$ cat src/rtl/smts_pkg.sv
`default_nettype none
// ----------------------------------------------------------------------------
// smts_pkg: shared types and constants for the tunable-sample SPI master
// Request payloads, result payloads, bit-phase codes and reset defaults.
// ----------------------------------------------------------------------------
package smts_pkg;

  localparam int TX_QUEUE_DEPTH_DEF = 4;
  localparam logic [3:0] HIGH_EXTRA_RST = 4'd2;

  typedef enum logic [1:0] {
    PH_OUT    = 2'd0,
    PH_LOW    = 2'd1,
    PH_HIGH   = 2'd2,
    PH_SAMPLE = 2'd3
  } phase_t;

  typedef enum logic {
    OP_WRITE = 1'b0,
    OP_TICK  = 1'b1
  } op_t;

  typedef struct packed {
    logic       op;
    logic [7:0] tx_byte;
    logic       miso_level;
  } in_item_t;

  typedef struct packed {
    logic       sck_level;
    logic       mosi_level;
    logic       rx_valid;
    logic [7:0] rx_byte;
    logic       tx_dropped;
  } out_item_t;

endpackage
`default_nettype wire

$ cat src/rtl/spi_master_tunable_sample_unit.sv
`default_nettype none
// ----------------------------------------------------------------------------
// spi_master_tunable_sample_unit: SPI mode-0 master with tunable MISO sample
// Each request either queues a transmit byte or advances the bit engine by
// one tick; every request yields one result with the pin levels.
// ----------------------------------------------------------------------------
// The block takes one request per clock cycle and presents its result in the
// result register in the cycle after acceptance; the single output register holds
// it, and requests keep flowing as long as results are taken. A write
// request queues a byte (or reports it dropped when the queue is full), a tick
// request steps the bit engine: two ticks SCK low, one plus the programmed
// extra ticks SCK high, one sampling tick, eight bits per byte, MSB first. The
// extra-high count is picked up on the second SCK-low tick, just before SCK
// rises, so a change applies from the next bit on.
module spi_master_tunable_sample_unit #(
  parameter int TX_QUEUE_DEPTH = smts_pkg::TX_QUEUE_DEPTH_DEF
) (
  input  wire logic                clk,
  input  wire logic                rst_n,
  input  wire logic                in_valid,
  output logic                     in_stall,
  input  wire smts_pkg::in_item_t  in_data,
  output logic                     out_valid,
  input  wire logic                out_stall,
  output smts_pkg::out_item_t      out_data,
  input  wire logic                cfg_we,
  input  wire logic [3:0]          cfg_wdata
);
  import smts_pkg::*;

  localparam int PTR_W = (TX_QUEUE_DEPTH > 1) ? $clog2(TX_QUEUE_DEPTH) : 1;
  localparam int CNT_W = $clog2(TX_QUEUE_DEPTH + 1);
  localparam logic [PTR_W-1:0] LAST_PTR = PTR_W'(TX_QUEUE_DEPTH - 1);
  localparam logic [CNT_W-1:0] FULL_CNT = CNT_W'(TX_QUEUE_DEPTH);

  logic [7:0]       fifo_mem [TX_QUEUE_DEPTH];
  logic             fifo_we;
  logic [7:0]       head_byte_r;

  logic [3:0]       high_extra_r;
  logic [CNT_W-1:0] count_r, count_nxt;
  logic [PTR_W-1:0] head_r, head_nxt;
  logic [PTR_W-1:0] tail_r, tail_nxt;
  logic [7:0]       out_shift_r, out_shift_nxt;
  logic [3:0]       bits_left_r, bits_left_nxt;
  logic [7:0]       in_shift_r, in_shift_nxt;
  logic [2:0]       bits_taken_r, bits_taken_nxt;
  phase_t           phase_r, phase_nxt;
  logic [3:0]       delay_left_r, delay_left_nxt;
  logic             mosi_r, mosi_nxt;
  logic             sck_r, sck_nxt;

  logic             out_valid_r, out_valid_nxt;
  out_item_t        out_data_r, res;
  logic             accept;
  logic [7:0]       cur_byte;

  assign in_stall  = out_valid_r & out_stall;
  assign accept    = in_valid & ~in_stall;
  assign out_valid = out_valid_r;
  assign out_data  = out_data_r;

  always_comb begin
    count_nxt      = count_r;
    head_nxt       = head_r;
    tail_nxt       = tail_r;
    out_shift_nxt  = out_shift_r;
    bits_left_nxt  = bits_left_r;
    in_shift_nxt   = in_shift_r;
    bits_taken_nxt = bits_taken_r;
    phase_nxt      = phase_r;
    delay_left_nxt = delay_left_r;
    mosi_nxt       = mosi_r;
    sck_nxt        = sck_r;
    fifo_we        = 1'b0;
    res            = '0;
    cur_byte       = (bits_left_r == 4'd0) ? head_byte_r : out_shift_r;

    if (accept) begin
      if (in_data.op == OP_WRITE) begin
        if (count_r == FULL_CNT) begin
          res.tx_dropped = 1'b1;
        end else begin
          fifo_we   = 1'b1;
          tail_nxt  = (tail_r == LAST_PTR) ? '0 : tail_r + 1'b1;
          count_nxt = count_r + 1'b1;
        end
      end else begin
        case (phase_r)
          PH_OUT: begin
            sck_nxt = 1'b0;
            // With no byte in flight and nothing queued the engine waits.
            if (bits_left_r != 4'd0 || count_r != '0) begin
              if (bits_left_r == 4'd0) begin
                head_nxt      = (head_r == LAST_PTR) ? '0 : head_r + 1'b1;
                count_nxt     = count_r - 1'b1;
                bits_left_nxt = 4'd7;
              end else begin
                bits_left_nxt = bits_left_r - 4'd1;
              end
              mosi_nxt      = cur_byte[7];
              out_shift_nxt = {cur_byte[6:0], 1'b0};
              phase_nxt     = PH_LOW;
            end
          end
          PH_LOW: begin
            sck_nxt        = 1'b0;
            delay_left_nxt = high_extra_r;
            phase_nxt      = PH_HIGH;
          end
          PH_HIGH: begin
            sck_nxt = 1'b1;
            if (delay_left_r == 4'd0) begin
              phase_nxt = PH_SAMPLE;
            end else begin
              delay_left_nxt = delay_left_r - 4'd1;
            end
          end
          PH_SAMPLE: begin
            sck_nxt        = 1'b1;
            in_shift_nxt   = {in_shift_r[6:0], in_data.miso_level};
            bits_taken_nxt = bits_taken_r + 3'd1;
            if (bits_taken_r == 3'd7) begin
              res.rx_valid = 1'b1;
              res.rx_byte  = {in_shift_r[6:0], in_data.miso_level};
            end
            phase_nxt = PH_OUT;
          end
          default: begin
            phase_nxt = PH_OUT;
          end
        endcase
      end
      res.sck_level  = sck_nxt;
      res.mosi_level = mosi_nxt;
    end

    if (accept) begin
      out_valid_nxt = 1'b1;
    end else if (out_stall) begin
      out_valid_nxt = out_valid_r;
    end else begin
      out_valid_nxt = 1'b0;
    end
  end

  always_ff @(posedge clk) begin
    if (fifo_we) begin
      fifo_mem[tail_r] <= in_data.tx_byte;
    end
  end

  // The head entry is kept in a register; a write into an empty queue goes
  // straight to it, since that entry is also the next head.
  always_ff @(posedge clk) begin
    if (fifo_we && count_r == '0) begin
      head_byte_r <= in_data.tx_byte;
    end else begin
      head_byte_r <= fifo_mem[head_nxt];
    end
  end

  always_ff @(posedge clk) begin
    if (accept) begin
      out_data_r <= res;
    end
  end

  always_ff @(posedge clk) begin
    if (!rst_n) begin
      high_extra_r   <= HIGH_EXTRA_RST;
      count_r        <= '0;
      head_r         <= '0;
      tail_r         <= '0;
      out_shift_r    <= '0;
      bits_left_r    <= '0;
      in_shift_r     <= '0;
      bits_taken_r   <= '0;
      phase_r        <= PH_OUT;
      delay_left_r   <= '0;
      mosi_r         <= 1'b0;
      sck_r          <= 1'b0;
      out_valid_r    <= 1'b0;
    end else begin
      if (cfg_we) begin
        high_extra_r <= cfg_wdata;
      end
      count_r      <= count_nxt;
      head_r       <= head_nxt;
      tail_r       <= tail_nxt;
      out_shift_r  <= out_shift_nxt;
      bits_left_r  <= bits_left_nxt;
      in_shift_r   <= in_shift_nxt;
      bits_taken_r <= bits_taken_nxt;
      phase_r      <= phase_nxt;
      delay_left_r <= delay_left_nxt;
      mosi_r       <= mosi_nxt;
      sck_r        <= sck_nxt;
      out_valid_r  <= out_valid_nxt;
    end
  end

endmodule
`default_nettype wire

$ cat config.mk
export PLATFORM = sky130hd
export DESIGN_NAME = spi_master_tunable_sample_unit
export DESIGN_NICKNAME = d
export VERILOG_FILES = /design/src/rtl/smts_pkg.sv /design/src/rtl/spi_master_tunable_sample_unit.sv
export SDC_FILE = /design/constraint.sdc
export NUM_CORES = 1
export LEC_CHECK = 0
export ABC_AREA = 0
export BUFFER_PORTS_ARGS = -buffer_cell sky130_fd_sc_hd__buf_2
export CORE_AREA = 3 3 146 92
export CTS_CLUSTER_SIZE = 24
export DETAILED_ROUTE_END_ITERATION = 7
export DIE_AREA = 0 0 149 95
export PLACE_DENSITY = 0.53
export SYNTH_ARGS = -nofsm -noshare
export SYNTH_HDL_FRONTEND = slang
export SYNTH_SLANG_ARGS = --single-unit
$ cat constraint.sdc
create_clock -name clk -period 3.6 [get_ports clk]
set_input_delay 0.36 -clock clk [delete_from_list [all_inputs] [get_ports clk]]
set_output_delay 0.36 -clock clk [all_outputs]
set_load 0.01 [all_outputs]
==> flow_summary_export.csv, run 1 <==
group,metric,value,unit
outcome,run_status,"finished clean",
clock_tree,root_buffer,"sky130_fd_sc_hd__clkbuf_16",
grt,grt_max_degree,38,
yosys,asyncSetResetFlopFracSynth,0,
clock_tree,cts_tree,"done",
yosys,post_synth.cell_area_avg,10.93,um2
min_path,hp-class,"in2reg",
grt,first_global_vias,2942,
worst_setup_path,timing.critical_path.from_type,"flip-flop",
pwr,power.density,550.3,nW/um2
worst_setup_path,setup.worst_path.class,"reg2reg",
worst_setup_path,worstPathMaxFanout,16,
clock_tree,tritoncts_num_sinks,93,
timing,min_period,2720,ps
yosys,synth_fp_nets,421,
grt,grtUsageTotal,0.1395,
grt,antenna_found_initial,0,
timing,timing.final.max_slew_violations,0,
clock_tree,clock_path_buffers,2,
yosys,syn_area,4229,um2
worst_setup_path,cp-end-kind,"flip-flop",
yosys,synth-edff-count,44,
clock_tree,clk-insertion-delay-late,340,ps
yosys,yosys_warnings,0,
timing,finalHoldViolCount,0,
yosys,postSynthCellCount,387,
yosys,ys_ff_latch,93,
pwr,clock_power_share,0.358,
placed_design,port_buffers,32,
placed_design,globalplace.congestion,0.7764,
timing,final-setup-viol-count,0,
yosys,postSynth.topFlopCell,"sky130_fd_sc_hd__dfxtp_1",
detailed_routing,routed_wire_length_per_instance,16.00,um
timing,worst-slew-pin-transition,675.3,ps
floorplanning,floorplan.die_area,14160,um2
clock_tree,numCtsBuffers,9,
timing,timing.slew.headroom,0.5491,
timing,clock-skew-final,5.855,ps
yosys,synth_sequential_area_ratio,0.5444,
pwr,total_switching_power,764.4,uW
final_layout,fin_cells,582,
timing,final.setup.tns,0,ps
placed_design,dp_worst_setup_slack,918.2,ps
grt,grt_overflow,0,
final_layout,area_delta_synth_final,14.32,%
clock_tree,cts.reportedPaths.clkPinSlew,70,ps
final_layout,layout-drive-gt1-share,0.1823,
detailed_routing,detail-route-antenna-nets,0,
floorplanning,fp.dieW,149,um
clock_tree,buffer_count_from_post_cts_setup_fixing,0,
timing,rsz_0062_raised_after_global_routing,"no",
worst_setup_path,worstPathArrival,2990,ps
detailed_routing,dr.pass1.iters,4,
job,drv.max_cap_violation_count,0,
placed_design,place.detailed.instances,566,
floorplanning,std_cell_rows,31,
yosys,synth.largest_area_cell,"sky130_fd_sc_hd__edfxtp_1",
yosys,synth.distinct_cells,60,
timing,max_clock_freq,367.7,MHz
timing,fin_crit_sh,0.7555,
timing,layout_setup_ws,880.3,ps
detailed_routing,detail_route.drc_violations,0,
yosys,yosysTopAreaCellShare,0.3124,
floorplanning,floorplan.initialDensity,0.3517,
floorplanning,core-area,12020,um2
detailed_routing,post_drt_via_cell_ratio,5.062,
clock_tree,holdBufCountCts,0,
pwr,power.share.combinational,0.178,
detailed_routing,route.final.wire_length,9312,um
grt,grt_first_pass_wirelength,15150,um
pwr,vdd_ir_drop_max,299.3,uV
detailed_routing,detailroute.via_count,2946,
yosys,synth_top_cells_by_area,"sky130_fd_sc_hd__edfxtp_1, sky130_fd_sc_hd__dfxtp_1, sky130_fd_sc_hd__nand2_1, sky130_fd_sc_hd__ha_1, sky130_fd_sc_hd__mux2i_1",
final_layout,n_antenna_cell,0,
pwr,p_sw_frac,0.2873,
clock_tree,htree_levels,3,
pwr,p_leak,0.001794,uW
final_layout,design.final.nets,446,
floorplanning,top_level_ports,33,
placed_design,dp_hpwl,6398,um
clock_tree,cts_resized,0,
worst_setup_path,critical_path_required,3870,ps
pwr,seqPwrFrac,0.463,
detailed_routing,detail_route.iter0.violations,262,
floorplanning,dieHeight,95,um
pwr,p_int,1896,uW
timing,fin_hold_ws,233.8,ps
==> power by group through the flow <==
stage,registers (uW),clock network (uW),logic (uW)
2_1_floorplan,1240,0,339
3_3_place_gp,1250,0,458
3_5_place_dp,1250,0,468
4_1_cts,1230,978,471
5_1_grt,1240,1030,529
6_report,1230,953,475
==> per-stage QoR <==
step	cell area (um2)	util	total power, uW
final	4835	0.4021	2661
after global routing	4835	0.4021	2795
after CTS	4835	0.4021	2680
after detailed placement	4533	0.3770	1722
after floorplan	4229	-	1582
after global placement	4533	0.3770	1713
==> synthesized netlist by cell type (2+ instances only) <==
cell                        n
sky130_fd_sc_hd__dfxtp_1   49
sky130_fd_sc_hd__nor3b_1    2
sky130_fd_sc_hd__or2_2      2
sky130_fd_sc_hd__xnor2_1    3
sky130_fd_sc_hd__a311oi_1   7
sky130_fd_sc_hd__nand2_1   50
sky130_fd_sc_hd__nor2b_1    2
sky130_fd_sc_hd__o311ai_0   4
sky130_fd_sc_hd__a311o_2    2
sky130_fd_sc_hd__ha_1      14
sky130_fd_sc_hd__mux2i_1   16
sky130_fd_sc_hd__buf_2      4
sky130_fd_sc_hd__o211ai_1   2
sky130_fd_sc_hd__and2_1    13
sky130_fd_sc_hd__a21oi_1   17
sky130_fd_sc_hd__and3_1     3
sky130_fd_sc_hd__inv_1     15
sky130_fd_sc_hd__a211o_1    2
sky130_fd_sc_hd__nand3_1   17
sky130_fd_sc_hd__nand2b_1   2
sky130_fd_sc_hd__edfxtp_1  44
sky130_fd_sc_hd__buf_6      3
sky130_fd_sc_hd__xor2_1     3
sky130_fd_sc_hd__o211ai_2   7
sky130_fd_sc_hd__o311ai_1   3
sky130_fd_sc_hd__nor4_1     2
sky130_fd_sc_hd__clkbuf_1  15
sky130_fd_sc_hd__a311o_1    5
sky130_fd_sc_hd__a211oi_1   2
sky130_fd_sc_hd__nor3_1     5
sky130_fd_sc_hd__mux2_2     2
sky130_fd_sc_hd__nor2_1    29
sky130_fd_sc_hd__o21ai_0    7
sky130_fd_sc_hd__a41o_1     7
sky130_fd_sc_hd__buf_1      2
==> cell type report <==
| class | count | area (um2) |
|---|---|---|
| Fill cell | 1183 | 7189 |
| Sequential cell | 93 | 2302 |
| Multi-Input combinational cell | 253 | 1752 |
| Clock buffer | 10 | 229.0 |
| Timing Repair Buffer | 39 | 212.7 |
| Tap cell | 165 | 206.4 |
| Clock inverter | 6 | 72.57 |
| Inverter | 16 | 60.06 |
==> critical path, cell delays in order (launching register included) <==
cell and delay (ps):
sky130_fd_sc_hd__dfxtp_1 340, sky130_fd_sc_hd__inv_1 70, sky130_fd_sc_hd__ha_1 170, sky130_fd_sc_hd__or3b_1 560
sky130_fd_sc_hd__or4_4 690, sky130_fd_sc_hd__mux2i_4 440, sky130_fd_sc_hd__nand2_4 170, sky130_fd_sc_hd__o211ai_2 210
==> registers in the layout, summed over array words and instances, names as in the netlist <==
signal	count
count_r	3
fifo_mem	32
out_valid	1
tail_r	2
out_shift_r	7
head_byte_r	8
high_extra_r	4
phase_r	2
head_r	2
out_data	12
bits_left_r	4
bits_taken_r	3
in_shift_r	7
sck_r	1
delay_left_r	4
mosi_r	1
==> cells by family after synthesis <==
family / synth area share
xor+xnor: 0.01243
fa+ha+maj: 0.04615
flops: 0.5444
buf+inv: 0.04379
simple gates: 0.1589
mux: 0.04852
compound gates: 0.1459
==> cells in the final DEF (no fill, tap or decap), types with 4 or more instances in the layout <==
cell type,n
sky130_fd_sc_hd__nor3_1,5
sky130_fd_sc_hd__and2_1,13
sky130_fd_sc_hd__a311o_1,5
sky130_fd_sc_hd__dfxtp_1,49
sky130_fd_sc_hd__nor2_1,29
sky130_fd_sc_hd__ha_1,14
sky130_fd_sc_hd__buf_2,32
sky130_fd_sc_hd__a21oi_1,17
sky130_fd_sc_hd__o211ai_2,7
sky130_fd_sc_hd__o21ai_0,7
sky130_fd_sc_hd__a311oi_1,7
sky130_fd_sc_hd__mux2i_1,16
sky130_fd_sc_hd__buf_4,7
sky130_fd_sc_hd__edfxtp_1,44
sky130_fd_sc_hd__nand2_1,50
sky130_fd_sc_hd__o311ai_0,4
sky130_fd_sc_hd__inv_1,15
sky130_fd_sc_hd__clkbuf_16,9
sky130_fd_sc_hd__a41o_1,7
sky130_fd_sc_hd__nand3_1,17
==> routing by layer <==
layer | vias up | global-route usage | routed length [um]
li1 | 1460 | - | -
met1 | 1399 | 0.2046 | 4849
met2 | 75 | 0.1959 | 3813
met3 | 12 | 0.03933 | 539
met4 | 0 | 0.04798 | 109
met5 | - | 0 | 0
==> path summary, 6_finish.rpt <==
| kind | slack [ps] | startpoint | cells past startpoint | end |
|---|---|---|---|---|
| setup / recovery | 880 | bits_left_r[0] | 7 | head_byte_r[6] |
| hold / removal | 230 | in_valid | 2 | out_valid |
| setup reg to reg | 880 | bits_left_r[0] | 7 | head_byte_r[6] |
| hold reg to reg | 460 | sck_r | 2 | sck_r |
(Power assumes the default switching activity.)
==> run 2, diff against run 1 <==
ABC_AREA = 1   (was 0)
CORE_AREA = 3 3 145 91   (was 3 3 146 92)
DIE_AREA = 0 0 148 94   (was 0 0 149 95)
PLACE_DENSITY = 0.54   (was 0.53)
clock period = 2.3 ns   (was 3.6 ns; I/O delays follow)
==> flow_summary_export.csv, run 2 <==
group,metric,value,unit
worst_setup_path,setup.worst_path.class,"reg2reg",
detailed_routing,detailroute.via_count,2979,
clock_tree,buffer_count_from_post_cts_setup_fixing,0,
final_layout,final_cell_mix,"sky130_fd_sc_hd__nand2_1, sky130_fd_sc_hd__inv_1, sky130_fd_sc_hd__dfxtp_1",
floorplanning,dieHeight,94,um
clock_tree,tritoncts_num_sinks,93,
clock_tree,root_buffer,"sky130_fd_sc_hd__clkbuf_16",
detailed_routing,detail_route.iter0.violations,200,
yosys,synth-edff-count,44,
floorplanning,core-area,11950,um2
worst_setup_path,cp-end-kind,"flip-flop",
detailed_routing,route.final.wire_length,8367,um
final_layout,area_delta_synth_final,16.55,%
final_layout,fillers,1235,
outcome,run_status,"finished clean",
yosys,postSynth.topFlopCell,"sky130_fd_sc_hd__dfxtp_1",
placed_design,port_buffers,32,
worst_setup_path,crit_path_max_incr_delay,320,ps
final_layout,largest_register_ffs,32,
worst_setup_path,critPathSlowestCell,"sky130_fd_sc_hd__dfxtp_1",
detailed_routing,detail-route-antenna-nets,0,
clock_tree,holdBufCountCts,0,
clock_tree,cts_resized,0,
timing,fin_hold_ws,117.1,ps
worst_setup_path,worstPathMaxFanout,16,
yosys,synth_fp_nets,478,
timing,clock-skew-final,8.909,ps
timing,min_period,1947,ps
timing,max_clock_freq,513.6,MHz
timing,finalHoldViolCount,0,
final_layout,final_common_cell,"sky130_fd_sc_hd__nand2_1",
timing,final-setup-viol-count,0,
yosys,synth.largest_area_cell,"sky130_fd_sc_hd__edfxtp_1",
clock_tree,cts.reportedPaths.clkPinSlew,60,ps
final_layout,seqCellArea,2302,um2
pwr,p_int,2936,uW
floorplanning,top_level_ports,33,
worst_setup_path,cp-startpoint,"bits_left_r[0]",
worst_setup_path,timing.critical_path.cells,"inv_1 -> ha_1 -> nand3_4 -> nor2_4 -> nand3_4 -> nand2_4 -> nand2_1 -> nand3_1 -> nand2_1 -> nand2_1 -> nand2_1",
final_layout,layout-drive-gt1-share,0.1626,
yosys,syn_area,4121,um2
worst_setup_path,setup.reg_to_reg.worst_slack,350,ps
timing,timing.slew.headroom,0.6553,
timing,timing.final.max_slew_violations,0,
yosys,asyncSetResetFlopFracSynth,0,
floorplanning,floorplan.die_area,13910,um2
detailed_routing,dr.pass1.iters,6,
yosys,synth_top_cells_by_area,"sky130_fd_sc_hd__edfxtp_1, sky130_fd_sc_hd__dfxtp_1, sky130_fd_sc_hd__nand2_1, sky130_fd_sc_hd__inv_1, sky130_fd_sc_hd__nand3_1",
worst_setup_path,worstReg2RegStart,"bits_left_r[0]",
pwr,p_leak,0.002111,uW
grt,grt_max_degree,33,
pwr,power.share.combinational,0.154,
grt,grt_first_pass_wirelength,13680,um
pwr,p_sw_frac,0.2726,
placed_design,globalplace.congestion,0.7896,
pwr,clock_power_share,0.371,
floorplanning,floorplan.initialDensity,0.3450,
timing,fin_crit_sh,0.8466,
yosys,post_synth.cell_area_avg,9.283,um2
job,drv.max_cap_violation_count,0,
grt,grtUsageTotal,0.1269,
yosys,yosysTopAreaCellShare,0.3206,
yosys,yosys_warnings,0,
clock_tree,clk-insertion-delay-late,340,ps
timing,rsz_0062_raised_after_global_routing,"no",
detailed_routing,detail_route.drc_violations,0,
grt,antenna_found_initial,0,
yosys,postSynthCellCount,444,
yosys,synth_sequential_area_ratio,0.5586,
worst_setup_path,crit_path_frequent_cell,"sky130_fd_sc_hd__nand2_1",
yosys,ys_ff_latch,93,
final_layout,largest-register,"fifo_mem",
min_path,hp-class,"in2reg",
final_layout,n_antenna_cell,0,
floorplanning,std_cell_rows,31,
worst_setup_path,timing.critical_path.from_type,"flip-flop",
yosys,most_repeated_cell_in_the_gate_level_netlist_after_synthesis,"sky130_fd_sc_hd__nand2_1",
pwr,power.density,840.3,nW/um2
clock_tree,htree_levels,3,
grt,first_global_vias,2767,
timing,worst-slew-pin-transition,515.7,ps
clock_tree,clock_path_buffers,2,
floorplanning,fp.dieW,148,um
pwr,seqPwrFrac,0.474,
grt,grt_overflow,0,
detailed_routing,post_drt_via_cell_ratio,4.534,
worst_setup_path,critical_path_required,2520,ps
final_layout,total_area_of_multi_input_combinational_cells,1484,um2
detailed_routing,routed_wire_length_per_instance,12.74,um
final_layout,design.final.nets,521,
yosys,synth.distinct_cells,33,
min_path,min-delay-start,"cfg_wdata[1]",
placed_design,dp_hpwl,5846,um
pwr,total_switching_power,1100,uW
timing,final.setup.tns,0,ps
clock_tree,numCtsBuffers,9,
pwr,vdd_ir_drop_max,379.1,uV
clock_tree,cts_tree,"done",
yosys,yosys-top-cells-count,"sky130_fd_sc_hd__nand2_1, sky130_fd_sc_hd__inv_1, sky130_fd_sc_hd__dfxtp_1, sky130_fd_sc_hd__edfxtp_1, sky130_fd_sc_hd__nand3_1",
worst_setup_path,worstPathArrival,2170,ps
==> run 2: cell types whose count changed after synthesis, sizes merged, moves of 7 or more <==
cell / change
a21oi: +9
a311o: -7
a311oi: -8
a41o: -7
and2: -13
clkbuf: -12
inv: +59
mux2i: -17
nand2: +35
nand3: +37
o211ai: -8
o21ai: +31
o311ai: -7
==> run 2: power by group through the flow <==
stage / registers (uW) / logic [uW] / clock network, uW
global placement: 1950 / 612 / 0
global route: 1930 / 720 / 1620
finish: 1910 / 623 / 1500
CTS: 1910 / 628 / 1550
floorplan: 1940 / 463 / 0
detailed placement: 1950 / 624 / 0
==> run 2: metal layers <==
metal | part of all wire | vias up | GRT usage
met4 | 0.011 | 0 | 0.04381
met2 | 0.42 | 55 | 0.1871
met1 | 0.52 | 1377 | 0.1804
met3 | 0.042 | 9 | 0.03327
li1 | - | 1538 | -
met5 | 0 | - | 0
==> run 2: cell families (layout without fill, tap and decap cells) <==
logic type                 Yosys count  in the layout  share of synthesized area
and+or+nand+nor                    177            177                     0.2119
DFF                                 93             93                     0.5586
buffers and inverters               83            131                    0.08136
AOI/OAI and AO/OA                   74             74                    0.09654
adders and majority gates           15             15                    0.04736
xor gates and xnor gates             2              2                   0.004251
==> run 2: worst paths after layout <==
check | to | cells after the start
setup reg to reg | head_byte_r[0] | 11
hold reg to reg | in_shift_r[6] | 2
hold / removal | high_extra_r[1] | 3
setup / recovery | head_byte_r[0] | 11
==> run 2: layout make-up <==
type                       count  share of cell area
multi-input combinational    268              0.3089
sequential                    93              0.4793
tap                          165             0.04298
timing repair buffer          39             0.04428
clock buffer                  12             0.05783
clock inverter                 4            0.007294
inverter                      76             0.05939
==> run 2: stage by stage <==
stage                     area [um2]  power, uW  utilization  instances  worst slack (ps)
after detailed placement        4491       2574       0.3759        641             355.1
after global placement          4491       2561       0.3759        641             380.6
after CTS                       4803       4095       0.4021        657             357.9
final                           4803       4036       0.4021        657             352.9
after floorplan                 4121       2404            -        444             430.0
after global routing            4803       4260       0.4021        657             154.4
==> run 2: critical path: cells and delay by family, from the launching register on <==
kind / cells / cell delay (ps)
buffers and inverters: 1 / 80
DFF: 1 / 320
and+or+nand+nor: 9 / 1210
adders and majority gates: 1 / 220
